[src/hw/rtl/rlr_pkg.sv]
// Shared types and constants for the Rice residual LPC restorer.
// Used by rlr_ctrl, rlr_dpath and rice_residual_lpc_restorer; no dependencies.
`default_nettype none

package rlr_pkg;

    localparam int MAX_ORDER = 32;
    localparam int MAX_BLOCK = 65536;
    localparam int IDX_W     = $clog2(MAX_ORDER);
    localparam int ORD_W     = $clog2(MAX_ORDER) + 1;
    localparam int LEN_W     = $clog2(MAX_BLOCK) + 1;

    localparam logic [1:0] MODE_COEF = 2'd0;
    localparam logic [1:0] MODE_WARM = 2'd1;
    localparam logic [1:0] MODE_BYTE = 2'd2;

    localparam logic [1:0] ERR_NONE   = 2'd0;
    localparam logic [1:0] ERR_METHOD = 2'd1;
    localparam logic [1:0] ERR_ESCAPE = 2'd2;

    localparam logic [1:0] CFG_ORDER = 2'd0;
    localparam logic [1:0] CFG_SHIFT = 2'd1;
    localparam logic [1:0] CFG_LEN   = 2'd2;

    localparam logic [4:0] ESC_NARROW = 5'd15;
    localparam logic [4:0] ESC_WIDE   = 5'd31;

    typedef enum logic [2:0] {
        PH_METHOD, PH_ORDER, PH_PARAM, PH_UNARY, PH_REM, PH_DONE
    } t_phase;

    typedef enum logic [1:0] {
        ESEL_WARM, ESEL_RES, ESEL_ERR
    } t_esel;

    typedef struct packed {
        logic             coef_wr;
        logic             latch;
        logic             push;
        logic             mac_clear;
        logic             mac_mul;
        logic             mac_add;
        logic [IDX_W-1:0] mac_idx;
        logic             u_clr;
        logic             u_inc;
        logic             u_shift;
        logic             u_setbit;
        logic [4:0]       u_bitpos;
        logic [4:0]       rice;
        logic             emit;
        t_esel            esel;
        logic             blk_end;
        logic [1:0]       err;
        logic             flush;
    } t_cmd;

    typedef struct packed {
        logic can_emit;
    } t_stat;

endpackage

`default_nettype wire

[src/hw/rtl/rice_residual_lpc_restorer.sv]
// Top level of the Rice residual LPC restorer: configuration registers,
// controller and datapath. Depends on rlr_pkg, rlr_ctrl and rlr_dpath.
`default_nettype none

// Rebuilds a block of samples from predictor coefficients, warm-up samples and
// a Rice-coded residual byte stream. A coefficient is written as it is accepted.
// A warm-up transaction passes through an emit state, which waits for room in
// the result path, and a flush state. A stream byte is parsed bit by bit and then
// flushed; every residual completed in the byte runs the prediction through a
// single shared 32x32 multiply-accumulate unit, one tap per cycle, before it is
// emitted. No new transaction is accepted until the byte is done. Results leave
// through a one-deep pending stage and an output register, so the result
// stream may stall without losing data; a stalled output holds the parser.
// Configuration writes restart the block and must be made while idle.
module rice_residual_lpc_restorer (
    input  wire logic        i_clk,
    input  wire logic        i_rst_n,
    input  wire logic        i_s_tvalid,
    output logic             o_s_tready,
    input  wire logic [47:0] i_s_tdata,   // tap_index[4:0], value[36:5], stream_byte[44:37]
    input  wire logic [1:0]  i_s_tuser,   // mode[1:0]
    output logic             o_m_tvalid,
    input  wire logic        i_m_tready,
    output logic [31:0]      o_m_tdata,   // sample[31:0]
    output logic [2:0]       o_m_tuser,   // block_end[0], error_code[2:1]
    output logic             o_m_tlast,   // last result of the input transaction
    input  wire logic        i_cfg_we,
    input  wire logic [1:0]  i_cfg_idx,
    input  wire logic [16:0] i_cfg_data
);
    import rlr_pkg::*;

    logic [5:0]       r_order;
    logic [4:0]       r_shift;
    logic [16:0]      r_len;
    logic [ORD_W-1:0] eff_ord;
    logic [LEN_W-1:0] eff_len;
    logic             in_acc, ready, blk_end;
    logic [1:0]       err;
    t_cmd             cmd;
    t_stat            stat;
    t_phase           phase;

    always_ff @(posedge i_clk) begin
        if (!i_rst_n) begin
            r_order <= '0; r_shift <= '0; r_len <= 17'd4096;
        end else if (i_cfg_we) begin
            case (i_cfg_idx)
                CFG_ORDER: r_order <= i_cfg_data[5:0];
                CFG_SHIFT: r_shift <= i_cfg_data[4:0];
                CFG_LEN:   r_len   <= i_cfg_data;
                default: ;
            endcase
        end
    end

    // clamp order and length to what the stores can hold
    assign eff_ord = (r_order > 6'(MAX_ORDER)) ? ORD_W'(MAX_ORDER) : ORD_W'(r_order);
    assign eff_len = (r_len > 17'(MAX_BLOCK)) ? LEN_W'(MAX_BLOCK) : LEN_W'(r_len);

    assign in_acc = i_s_tvalid && ready;
    assign o_s_tready = ready;

    rlr_ctrl u_ctrl (
        .i_clk    (i_clk),
        .i_rst_n  (i_rst_n),
        .i_in_acc (in_acc),
        .i_mode   (i_s_tuser),
        .i_byte   (i_s_tdata[44:37]),
        .i_cfg_we (i_cfg_we),
        .i_ord    (eff_ord),
        .i_len    (eff_len),
        .i_stat   (stat),
        .o_cmd    (cmd),
        .o_ready  (ready),
        .o_phase  (phase)
    );

    rlr_dpath u_dpath (
        .i_clk      (i_clk),
        .i_rst_n    (i_rst_n),
        .i_cmd      (cmd),
        .i_tap      (i_s_tdata[IDX_W-1:0]),
        .i_value    (i_s_tdata[36:5]),
        .i_shift    (r_shift),
        .i_m_tready (i_m_tready),
        .o_stat     (stat),
        .o_m_tvalid (o_m_tvalid),
        .o_sample   (o_m_tdata),
        .o_blk_end  (blk_end),
        .o_err      (err),
        .o_last     (o_m_tlast)
    );

    assign o_m_tuser = {err, blk_end};

`ifndef ASSERT_OFF
    a_err_fields: assert property (@(posedge i_clk) disable iff (!i_rst_n)
        (o_m_tvalid && err != ERR_NONE) |-> (o_m_tdata == 32'd0 && !blk_end))
        else $error("error result carries sample or block end");
    a_cfg_restart: assert property (@(posedge i_clk) disable iff (!i_rst_n)
        i_cfg_we |=> (phase == PH_METHOD))
        else $error("register write did not restart the block");
    a_ready_idle: assert property (@(posedge i_clk) disable iff (!i_rst_n)
        (cmd.emit || cmd.mac_mul) |-> !o_s_tready)
        else $error("input taken while a residual is in progress");
`endif

endmodule

`default_nettype wire

[src/hw/rtl/rlr_ctrl.sv]
// Controller for the Rice residual LPC restorer: bit parser and MAC sequencer.
// Depends on rlr_pkg; drives rlr_dpath through t_cmd.
`default_nettype none

module rlr_ctrl (
    input  wire logic                      i_clk,
    input  wire logic                      i_rst_n,
    input  wire logic                      i_in_acc,
    input  wire logic [1:0]                i_mode,
    input  wire logic [7:0]                i_byte,
    input  wire logic                      i_cfg_we,
    input  wire logic [rlr_pkg::ORD_W-1:0] i_ord,
    input  wire logic [rlr_pkg::LEN_W-1:0] i_len,
    input  wire rlr_pkg::t_stat            i_stat,
    output rlr_pkg::t_cmd                  o_cmd,
    output logic                           o_ready,
    output rlr_pkg::t_phase                o_phase
);
    import rlr_pkg::*;

    typedef enum logic [2:0] {
        S_IDLE, S_BIT, S_MAC, S_EMIT, S_WARM, S_FLUSH
    } t_state;

    t_state             r_state, n_state;
    logic [7:0]         r_byte, n_byte;
    logic [2:0]         r_k, n_k;
    t_phase             r_phase, n_phase;
    logic [5:0]         r_fs, n_fs;
    logic [4:0]         r_seen, n_seen;
    logic [4:0]         r_rice, n_rice;
    logic               r_wide, n_wide;
    logic [3:0]         r_po, n_po;
    logic [15:0]        r_pc, n_pc;
    logic [LEN_W-1:0]   r_prem, n_prem;
    logic [LEN_W-1:0]   r_sd, n_sd;
    logic [ORD_W-1:0]   r_cnt, n_cnt;

    logic               bit_in;
    logic [5:0]         fsb;
    logic [4:0]         seen1;
    logic [LEN_W-1:0]   per, plen, sd_inc, prem_dec;
    logic [15:0]        pc1;
    logic               advance;

    always_comb begin
        n_state = r_state; n_byte = r_byte; n_k = r_k; n_phase = r_phase;
        n_fs = r_fs; n_seen = r_seen; n_rice = r_rice; n_wide = r_wide;
        n_po = r_po; n_pc = r_pc; n_prem = r_prem; n_sd = r_sd; n_cnt = r_cnt;
        o_cmd = '0;
        o_cmd.rice = r_rice;
        o_cmd.mac_idx = r_cnt[IDX_W-1:0];
        o_cmd.u_bitpos = r_rice - 5'd1 - r_seen;
        o_ready = 1'b0;
        advance = 1'b0;
        bit_in = r_byte[7];
        fsb = {r_fs[4:0], bit_in};
        seen1 = r_seen + 5'd1;
        per = i_len >> r_po;
        plen = (per > LEN_W'(i_ord)) ? per - LEN_W'(i_ord) : '0;
        sd_inc = (&r_sd) ? r_sd : r_sd + LEN_W'(1);
        prem_dec = (r_prem != '0) ? r_prem - LEN_W'(1) : '0;
        pc1 = r_pc + 16'd1;

        case (r_state)
            S_IDLE: begin
                o_ready = 1'b1;
                if (i_in_acc) begin
                    if ((i_mode == MODE_COEF || i_mode == MODE_WARM) && r_phase == PH_DONE) begin
                        n_phase = PH_METHOD; n_fs = '0; n_seen = '0; n_rice = '0;
                        n_wide = 1'b0; n_po = '0; n_pc = '0; n_prem = '0; n_sd = '0;
                        o_cmd.u_clr = 1'b1;
                    end
                    case (i_mode)
                        MODE_COEF: o_cmd.coef_wr = 1'b1;
                        MODE_WARM: begin
                            o_cmd.latch = 1'b1;
                            n_state = S_WARM;
                        end
                        MODE_BYTE: begin
                            n_byte = i_byte;
                            n_k = '0;
                            n_state = S_BIT;
                        end
                        default: ;
                    endcase
                end
            end
            S_WARM: begin
                if (i_stat.can_emit) begin
                    o_cmd.emit = 1'b1;
                    o_cmd.esel = ESEL_WARM;
                    o_cmd.push = 1'b1;
                    o_cmd.blk_end = (sd_inc == i_len);
                    n_sd = sd_inc;
                    n_state = S_FLUSH;
                end
            end
            S_FLUSH: begin
                o_cmd.flush = 1'b1;
                n_state = S_IDLE;
            end
            S_BIT: begin
                advance = 1'b1;
                case (r_phase)
                    PH_METHOD: begin
                        n_fs = fsb; n_seen = seen1;
                        if (seen1 == 5'd2) begin
                            if (fsb > 6'd1) begin
                                if (i_stat.can_emit) begin
                                    o_cmd.emit = 1'b1; o_cmd.esel = ESEL_ERR;
                                    o_cmd.err = ERR_METHOD;
                                    n_phase = PH_DONE;
                                end else begin
                                    advance = 1'b0; n_fs = r_fs; n_seen = r_seen;
                                end
                            end else begin
                                n_wide = fsb[0]; n_fs = '0; n_seen = '0;
                                n_phase = PH_ORDER;
                            end
                        end
                    end
                    PH_ORDER: begin
                        n_fs = fsb; n_seen = seen1;
                        if (seen1 == 5'd4) begin
                            n_po = fsb[3:0]; n_pc = '0; n_fs = '0; n_seen = '0;
                            n_phase = PH_PARAM;
                        end
                    end
                    PH_PARAM: begin
                        n_fs = fsb; n_seen = seen1;
                        if (seen1 == (r_wide ? 5'd5 : 5'd4)) begin
                            if (fsb[4:0] == (r_wide ? ESC_WIDE : ESC_NARROW)) begin
                                if (i_stat.can_emit) begin
                                    o_cmd.emit = 1'b1; o_cmd.esel = ESEL_ERR;
                                    o_cmd.err = ERR_ESCAPE;
                                    n_phase = PH_DONE;
                                end else begin
                                    advance = 1'b0; n_fs = r_fs; n_seen = r_seen;
                                end
                            end else begin
                                n_rice = fsb[4:0]; n_fs = '0; n_seen = '0;
                                if (r_pc == '0 ? plen == '0 : per == '0) begin
                                    n_pc = pc1;
                                    n_phase = ({1'b0, pc1} >= (LEN_W'(1) << r_po)) ?
                                              PH_DONE : PH_PARAM;
                                end else begin
                                    n_prem = (r_pc == '0) ? plen : per;
                                    o_cmd.u_clr = 1'b1;
                                    n_phase = PH_UNARY;
                                end
                            end
                        end
                    end
                    PH_UNARY: begin
                        if (!bit_in) begin
                            o_cmd.u_inc = 1'b1;
                        end else begin
                            o_cmd.u_shift = 1'b1;
                            if (r_rice == '0) begin
                                advance = 1'b0;
                                o_cmd.mac_clear = 1'b1; n_cnt = '0; n_state = S_MAC;
                            end else begin
                                n_seen = '0; n_phase = PH_REM;
                            end
                        end
                    end
                    PH_REM: begin
                        o_cmd.u_setbit = bit_in;
                        n_seen = seen1;
                        if (seen1 >= r_rice) begin
                            advance = 1'b0;
                            o_cmd.mac_clear = 1'b1; n_cnt = '0; n_state = S_MAC;
                        end
                    end
                    default: ;
                endcase
            end
            S_MAC: begin
                o_cmd.mac_mul = (r_cnt < i_ord);
                o_cmd.mac_add = (r_cnt != '0);
                n_cnt = r_cnt + ORD_W'(1);
                if (r_cnt == i_ord) n_state = S_EMIT;
            end
            S_EMIT: begin
                if (i_stat.can_emit) begin
                    o_cmd.emit = 1'b1; o_cmd.esel = ESEL_RES;
                    o_cmd.push = 1'b1; o_cmd.u_clr = 1'b1;
                    n_sd = sd_inc;
                    n_prem = prem_dec;
                    n_phase = PH_UNARY;
                    if (prem_dec == '0) begin
                        n_pc = pc1; n_fs = '0; n_seen = '0;
                        n_phase = ({1'b0, pc1} >= (LEN_W'(1) << r_po)) ? PH_DONE : PH_PARAM;
                    end
                    o_cmd.blk_end = (n_phase == PH_DONE);
                    advance = 1'b1;
                end
            end
            default: n_state = S_IDLE;
        endcase

        if (advance) begin
            n_byte = {r_byte[6:0], 1'b0};
            n_k = r_k + 3'd1;
            n_state = (r_k == 3'd7) ? S_FLUSH : S_BIT;
        end

        // a register write starts a new block
        if (i_cfg_we) begin
            n_phase = PH_METHOD; n_fs = '0; n_seen = '0; n_rice = '0;
            n_wide = 1'b0; n_po = '0; n_pc = '0; n_prem = '0; n_sd = '0;
            o_cmd.u_clr = 1'b1;
        end
    end

    assign o_phase = r_phase;

    always_ff @(posedge i_clk) begin
        if (!i_rst_n) begin
            r_state <= S_IDLE; r_byte <= '0; r_k <= '0; r_phase <= PH_METHOD;
            r_fs <= '0; r_seen <= '0; r_rice <= '0; r_wide <= 1'b0; r_po <= '0;
            r_pc <= '0; r_prem <= '0; r_sd <= '0; r_cnt <= '0;
        end else begin
            r_state <= n_state; r_byte <= n_byte; r_k <= n_k; r_phase <= n_phase;
            r_fs <= n_fs; r_seen <= n_seen; r_rice <= n_rice; r_wide <= n_wide;
            r_po <= n_po; r_pc <= n_pc; r_prem <= n_prem; r_sd <= n_sd; r_cnt <= n_cnt;
        end
    end

endmodule

`default_nettype wire

[src/hw/rtl/rlr_dpath.sv]
// Datapath for the Rice residual LPC restorer: tap stores, shared MAC,
// residual assembly and the pending/output result registers. Depends on rlr_pkg.
`default_nettype none

module rlr_dpath (
    input  wire logic                      i_clk,
    input  wire logic                      i_rst_n,
    input  wire rlr_pkg::t_cmd             i_cmd,
    input  wire logic [rlr_pkg::IDX_W-1:0] i_tap,
    input  wire logic [31:0]               i_value,
    input  wire logic [4:0]                i_shift,
    input  wire logic                      i_m_tready,
    output rlr_pkg::t_stat                 o_stat,
    output logic                           o_m_tvalid,
    output logic [31:0]                    o_sample,
    output logic                           o_blk_end,
    output logic [1:0]                     o_err,
    output logic                           o_last
);
    import rlr_pkg::*;

    logic [31:0] r_coef [MAX_ORDER];
    logic [31:0] r_hist [MAX_ORDER];
    logic [31:0] r_val, r_prod, r_acc, r_u;
    logic [31:0] pred, zz, smp;
    logic        r_pv, r_pe, r_pl;
    logic [31:0] r_ps;
    logic [1:0]  r_perr;
    logic        r_ov, r_oe, r_ol;
    logic [31:0] r_os;
    logic [1:0]  r_oerr;
    logic        out_free, move;

    assign pred = 32'($signed(r_acc) >>> i_shift);
    assign zz   = (r_u >> 1) ^ (32'd0 - {31'd0, r_u[0]});
    always_comb begin
        case (i_cmd.esel)
            ESEL_WARM: smp = r_val;
            ESEL_RES:  smp = pred + zz;
            default:   smp = '0;
        endcase
    end

    always_ff @(posedge i_clk) begin
        if (i_cmd.coef_wr) r_coef[i_tap] <= i_value;
        if (i_cmd.latch) r_val <= i_value;
        if (i_cmd.push) begin
            for (int i = MAX_ORDER - 1; i > 0; i--) r_hist[i] <= r_hist[i-1];
            r_hist[0] <= smp;
        end
        if (i_cmd.mac_mul) r_prod <= 32'(r_coef[i_cmd.mac_idx] * r_hist[i_cmd.mac_idx]);
        if (i_cmd.mac_clear) r_acc <= '0;
        else if (i_cmd.mac_add) r_acc <= r_acc + r_prod;
        if (i_cmd.u_clr) r_u <= '0;
        else if (i_cmd.u_inc) r_u <= (&r_u) ? r_u : r_u + 32'd1;
        else if (i_cmd.u_shift) r_u <= r_u << i_cmd.rice;
        else if (i_cmd.u_setbit) r_u <= r_u | (32'd1 << i_cmd.u_bitpos);
    end

    // pending result leaves only once its last flag is known
    assign out_free = !r_ov || i_m_tready;
    assign move = r_pv && out_free && (r_pl || i_cmd.emit || i_cmd.flush);
    assign o_stat.can_emit = !r_pv || out_free;

    always_ff @(posedge i_clk) begin
        if (!i_rst_n) begin
            r_pv <= 1'b0; r_pl <= 1'b0; r_ov <= 1'b0;
        end else begin
            if (move) begin
                r_ov <= 1'b1; r_os <= r_ps; r_oe <= r_pe; r_oerr <= r_perr;
                r_ol <= r_pl | i_cmd.flush;
            end else if (out_free) begin
                r_ov <= 1'b0;
            end
            if (i_cmd.emit) begin
                r_pv <= 1'b1; r_pl <= 1'b0; r_ps <= smp;
                r_pe <= i_cmd.blk_end; r_perr <= i_cmd.err;
            end else if (move) begin
                r_pv <= 1'b0; r_pl <= 1'b0;
            end else if (i_cmd.flush && r_pv) begin
                r_pl <= 1'b1;
            end
        end
    end

    assign o_m_tvalid = r_ov;
    assign o_sample   = r_os;
    assign o_blk_end  = r_oe;
    assign o_err      = r_oerr;
    assign o_last     = r_ol;

endmodule

`default_nettype wire
[config.mk]
export PLATFORM = sky130hd
export DESIGN_NAME = rice_residual_lpc_restorer
export DESIGN_NICKNAME = d
export VERILOG_FILES = /design/src/hw/rtl/rlr_pkg.sv /design/src/hw/rtl/rice_residual_lpc_restorer.sv /design/src/hw/rtl/rlr_ctrl.sv /design/src/hw/rtl/rlr_dpath.sv
export SDC_FILE = /design/constraint.sdc
export NUM_CORES = 2
export LEC_CHECK = 0
export BUFFER_PORTS_ARGS = -buffer_cell sky130_fd_sc_hd__buf_2
export CORE_AREA = 2 2 418 420
export CTS_CLUSTER_SIZE = 10
export DETAILED_ROUTE_END_ITERATION = 6
export DIE_AREA = 0 0 420 422
export PLACE_DENSITY = 0.85
export REMOVE_ABC_BUFFERS = 1
export SETUP_SLACK_MARGIN = 0.3
export SYNTH_ARGS = -nofsm -noshare
export SYNTH_HDL_FRONTEND = slang
export SYNTH_SLANG_ARGS = --single-unit
[constraint.sdc]
create_clock -name i_clk -period 68.4 [get_ports i_clk]
set_input_delay 13.68 -clock i_clk [delete_from_list [all_inputs] [get_ports i_clk]]
set_output_delay 13.68 -clock i_clk [all_outputs]
set_load 0.05 [all_outputs]
-- Word-level counts from Yosys, hierarchy flattened
Memory sizes are Yosys's and may differ from the RTL's. A register that Yosys moved wholly into a read port is not among the register bits.
Cells that the tools add are included.
- register bits after elaboration: 324
- latch bits: 0
- RAM bits: 2048
- memory bits (read-only): 0
- input bits: 74
- output and inout port bits: 38
- logic and storage cells: 365
- memories: 2
- $add $sub $neg: 13
- multiply operators: 1
- div/mod/pow operators: 0
- magnitude comparators: 7
- equality and inequality tests: 61
- shifts and indexed selects: 5
- mux-type cells: 182
- bitwise operators: 4
- reduce and logical (&&, ||, !) cells: 59
- memories (memory ; words ; bits a word ; rd ports ; clocked after Yosys merged registers in ; wr ports ; RTL line ; source):
    u_dpath.r_coef ; 32 ; 32 ; 1 ; 1 ; 1 ; rlr_dpath.sv:22 ; logic [31:0] r_coef [MAX_ORDER];
    u_dpath.r_hist ; 32 ; 32 ; 32 ; 1 ; 32 ; rlr_dpath.sv:23 ; logic [31:0] r_hist [MAX_ORDER];
- operators by type and width (kind ; number):
    two-way mux 17 bit ; 13
    two-way mux 16 bit ; 8
    two-way mux 32 bit ; 4
    two-way mux 3 bit ; 34
    two-way mux 5 bit ; 20
    two-way mux 6 bit ; 14
    adder 32 bit ; 2
    one-hot mux 32 bit (2 select lines) ; 1
    logical NOT 17 bit ; 3
    one-hot mux 17 bit (3 select lines) ; 1
    one-hot mux 16 bit (3 select lines) ; 1
    two-way mux 1 bit ; 43
    one-hot mux 6 bit (3 select lines) ; 2
    one-hot mux 17 bit (2 select lines) ; 1
    adder 32 x 1 -> 32 bit, second input constant ; 1
    multiplier 32 x 32 -> 32 bit ; 1
    two-way mux 8 bit ; 4
    bitwise OR 32 bit ; 1
    one-hot mux 16 bit (2 select lines) ; 1
    AND reduction 32 bit ; 1
    << shifter 1 x 5 -> 32 bit, first input constant ; 1
    << shifter 32 x 5 -> 32 bit ; 1
    >>> shifter 32 x 5 -> 32 bit ; 1
    bitwise XOR 31 x 32 -> 32 bit ; 1
    other kinds (78) ; 172

-- Longest topological paths before layout
- depth after elaboration: 14
- gate-level depth with buffers: 39
- depth with buffers taken out: 32

-- Modules after synthesis
From an unflattened synthesis, not the netlist that was laid out.
- cell total of the unflattened synthesis: 8089
- area total of the unflattened synthesis: 119099.2 um^2
- modules (own cells, without submodules) (module ; instances ; cells each ; area each (um^2) ; sequential area each (um^2)):
    rlr_dpath ; 1 ; 6667 ; 108604.2 ; 66894.2
    rlr_ctrl ; 1 ; 1281 ; 9217.6 ; 1861.8
    rice_residual_lpc_restorer ; 1 ; 141 ; 1277.5 ; 560.5

-- Worst setup path before layout
No wires, ideal clock.
- path type: in2reg
- from: input i_m_tready
- to: register u_ctrl.r_sd[14]
- library setup time: 0.167 ns
- arrival time: 45.660 ns
- data required time: 68.233 ns
- slack: 22.574 ns
- stages: 9
- buffers on the path: 3
- path through: nor2b_1 > and2_1 > clkbuf_1 > or2_2 > clkbuf_1 > inv_1 > clkbuf_1 > o21ai_0 > a311oi_1
- cells in the longest elaborated chain, start to end: 4
- ends and longest elaborated chain (item ; RTL line ; source):
    start: declaration ; rice_residual_lpc_restorer.sv:23 ; input wire logic i_m_tready,
    logical OR 1 bit ; rlr_dpath.sv:61 ; assign out_free = !r_ov || i_m_tready;
    logical OR 1 bit ; rlr_dpath.sv:63 ; assign o_stat.can_emit = !r_pv || out_free;
    != test 2 x 1 -> 1 bit (no line) ; -- ;
    AND reduction 4 bit (no line) ; -- ;
    end signal: assignment ; rlr_ctrl.sv:227 ; r_po <= n_po; r_pc <= n_pc; r_prem <= n_prem; r_sd <= n_sd; r_cnt <= n_cnt;
    end: declaration ; rlr_ctrl.sv:36 ; logic [LEN_W-1:0] r_sd, n_sd;
Every way passes these cells.
A chain may end at the register's enable or synchronous reset.

==> impl_metrics.py <==
metrics = {
    "status": {
        "status": "finished with violations",
        "violations": "design-rule violations, max-capacitance violations, max-slew violations",
    },
    "yosys": {
        "postSynthAreaPerCell_um2": 14.3,
        "synth_cells": 8291,
        "synth.distinct_cells": 103,
        "synthAdderAreaFrac": 0.0944,
        "synth_ff_type": "edfxtp_1",
        "synthSimpleGateAreaFrac": 0.0774,
        "synth-edff-count": 2183,
        "yosysWarnings": 0,
        "synth_mux_area_frac": 0.123,
        "synth-compound-area-share": 0.0672,
        "async_flop_share": 0,
        "synth_top_family_by_area": "multiplexers",
        "synth-seq-cells": 2376,
        "synth-seq-area-share": 0.587,
        "netlist_area_mm2": 0.118,
        "synth-xor-area-share": 0.0163,
    },
    "floorplan": {
        "die_h_um": 422,
        "pin_count": 112,
        "die_w_um": 420,
        "initial_core_util": 0.684,
        "rows": 153,
        "dieArea_mm2": 0.177,
        "core-area_mm2": 0.173,
    },
    "global_routing": {
        "grt_pass1_vias": 80300,
        "grt_pass1_wl_mm": 539,
        "grt_max_degree": 208,
        "antenna_found_initial": 28,
        "gr-usage-all-layers": 0.423,
        "grt-ovfl-total": 0,
    },
    "timing": {
        "finalCriticalPeriod_ns": 18.26,
        "rsz0062_at_grt": "false",
        "slew_viol_final": 5,
        "min_period_over_period": 0.267,
        "timing_hold_violations_final": 0,
        "max_slew.worst_pin.slew_ns": 1.64,
        "setup-tns-final_ns": 0,
        "setup_violations": 0,
        "clock_skew_ns": 0.104,
        "hold_ws_ns": 0.389,
        "max_freq_ghz": 0.0548,
        "relSlewSlack": -0.102,
    },
    "clocking": {
        "cts_sinks": 2376,
        "cts-buffers-inserted": 293,
        "hold_buffers": 0,
        "cts_root_buffer": "clkbuf_16",
        "h-tree-depth": 5,
        "clockBufferDepth": 4,
        "cts_tree": "built",
        "clk_pin_slew_ns": 0.05,
        "clk_latency_ns": 0.98,
        "postCtsSetupBuffers": 0,
        "cts.repair.resized": 0,
    },
    "place": {
        "post_dp_cell_area_mm2": 0.122,
        "dp.final_hpwl_mm": 214,
        "routabilityCongestion": 1.00,
        "portBuffers": 108,
    },
    "worst_setup_path": {
        "crit_start": "i_m_tready",
        "crit_chain": "buf_2 -> nor2b_1 -> and2_1 -> or2_2 -> inv_8 -> buf_12 -> buf_4 -> buf_4",
        "endpoint_kind": "flop",
        "critPathSlowestCell": "buf_4",
        "cp.arrival_ns": 18.82,
        "critPathMostFrequentCell": "buf_4",
        "cp_top_family": "buffers and inverters",
        "crit_buf_inv": 5,
        "worstSetupStartpointType": "input port",
        "criticalPathCategory": "in -> reg",
        "cp_data_required_time_ns": 68.96,
        "worstPathMaxFanout": 207,
        "slowest_delay_ns": 1.02,
    },
    "routing": {
        "dr.pass1.iters": 7,
        "vias": 80500,
        "dr.first_iter.drc_count": 13600,
        "drt-wirelength-per-cell_um": 34.4,
        "route.detailed.drc": 130,
        "antenna_left": 0,
        "routed_wl_mm": 372,
        "viasPerCell": 7.42,
    },
    "hold_path": {
        "worstHoldStart": "u_dpath.r_hist[30][18]",
        "hold_path.class": "reg -> reg",
    },
    "flow_run": {
        "drv_cap": 1,
    },
    "final_layout": {
        "syn_to_final_growth_pct": 9.57,
        "nets": 9138,
        "seq_area_mm2": 0.0694,
        "fillCellCount": 9533,
        "multi_input_area_mm2": 0.0451,
        "stdcell_area_mm2": 0.130,
        "drive_above_1_share": 0.160,
    },
}
==> cells by family (layout without fill, tap and decap cells) <==
kind of cell | after synthesis | count (layout)
AO/OA/AOI/OAI | 1209 | 1209
XOR/XNOR | 215 | 215
adder cells (fa/ha/maj) | 645 | 645
buffers and inverters | 1041 | 1238
flip-flops | 2376 | 2376
multiplexers | 816 | 816
other | 0 | 26
AND/OR/NAND/NOR | 1989 | 1989
==> worst paths after layout <==
check / slack [ns] / endpoint / cells after the start
setup / recovery: 50.14 / u_dpath.r_hist[20][5] / 8
hold / removal: 0.39 / u_dpath.r_hist[31][18] / 0
setup reg to reg: 55.25 / u_dpath.r_prod[31] / 31
hold reg to reg: 0.39 / u_dpath.r_hist[31][18] / 0
==> layer usage <==
layer | vias to the layer above | track usage | share of wire
met5 | - | 0.00984 | 0.00083
met4 | 18 | 0.297 | 0.089
met3 | 2042 | 0.156 | 0.15
met2 | 7932 | 0.619 | 0.44
met1 | 39300 | 0.525 | 0.32
li1 | 31200 | - | -
==> synthesized netlist by cell type (91+ instances only) <==
master       n  area share
inv_1      570       0.018
dfxtp_1    193       0.033
mux2i_1    224       0.019
nand3_1    182      0.0077
ha_1       233       0.025
fa_1       412       0.070
edfxtp_1  2183        0.55
mux4_2     498       0.095
o22ai_1     91      0.0048
nand2_1    638       0.020
clkbuf_1   309      0.0098
a21oi_1    318       0.013
xnor2_1    136       0.010
o21ai_0    241       0.010
nor2_1     622       0.020
nor3_1      97      0.0041
mux2_2      94      0.0089
==> worst register-to-register path: cells and delay by family (launching register included) <==
| kind | cells | cell delay [ns] |
|---|---|---|
| AO/OA/AOI/OAI | 1 | 1.28 |
| multiplexers | 2 | 1.20 |
| buffers and inverters | 8 | 3.37 |
| flip-flops | 1 | 0.58 |
| AND/OR/NAND/NOR | 1 | 0.32 |
| adder cells (fa/ha/maj) | 8 | 3.63 |
| XOR/XNOR | 11 | 2.49 |
==> registers in the layout (all words and copies together) (netlist names), 4 cells and up, named ones only <==
name / cells
u_dpath.r_u: 32
u_dpath.r_ps: 32
u_ctrl.r_byte: 8
u_ctrl.r_prem: 17
u_ctrl.r_po: 4
u_ctrl.r_seen: 5
u_dpath.r_acc: 32
u_dpath.r_hist: 1024
u_ctrl.r_sd: 17
u_dpath.r_prod: 32
u_ctrl.r_fs: 5
u_dpath.r_coef: 1024
u_ctrl.r_rice: 5
r_order: 6
u_dpath.r_val: 32
u_ctrl.r_cnt: 6
r_len: 17
u_ctrl.r_pc: 16
r_shift: 5
u_dpath.o_sample: 32
==> through the flow <==
stage          setup slack [ns]   util  std cells
2_1_floorplan             31.61      -       7831
3_3_place_gp              49.58  0.704      10400
3_5_place_dp              49.34  0.704      10400
4_1_cts                   50.38  0.749      10800
5_1_grt                   49.91  0.749      10800
6_report                  50.14  0.750      10800
==> placed cells by master (no fill, tap or decap), types with 28 or more instances in the layout <==
| master | Yosys | layout |
|---|---|---|
| dfxtp_1 | 193 | 186 |
| or2_2 | 42 | 43 |
| mux4_2 | 498 | 498 |
| xnor2_1 | 136 | 136 |
| nor2b_1 | 70 | 65 |
| nand2b_1 | 59 | 57 |
| a211oi_1 | 73 | 72 |
| and3_1 | 33 | 33 |
| clkbuf_16 | 0 | 301 |
| a22oi_1 | 60 | 60 |
| buf_4 | 27 | 180 |
| fa_1 | 412 | 412 |
| a21oi_1 | 318 | 315 |
| ha_1 | 233 | 233 |
| mux2_2 | 94 | 94 |
| nor2_1 | 622 | 584 |
| nor2_4 | 1 | 36 |
| mux2i_1 | 224 | 224 |
| xor2_1 | 76 | 76 |
| nand2_1 | 638 | 637 |
| or3_1 | 37 | 37 |
| inv_1 | 570 | 569 |
| and2_1 | 48 | 49 |
| a31oi_1 | 40 | 39 |
| o22ai_1 | 91 | 91 |
| nand3_1 | 182 | 182 |
| o21a_1 | 42 | 42 |
| buf_2 | 57 | 108 |
| o21ai_0 | 241 | 240 |
| a21o_1 | 40 | 40 |
| nor3_1 | 97 | 96 |
| edfxtp_1 | 2183 | 2183 |
| o211ai_1 | 28 | 28 |
| clkbuf_1 | 309 | 42 |
| nand4_1 | 41 | 41 |
==> area by class of cell <==
type                    instances  share of cell area
diodes                         26            0.000502
clock buffers                 344              0.0594
clock inverters                20             0.00140
inverters                     581              0.0169
multi-input cells            4874               0.348
flip-flops and latches       2376               0.536
well taps                    2325              0.0224
repair buffers                293              0.0154
Power is not shown: default switching activity piles up to over one toggle a cycle in this logic, so the estimate is an artifact.
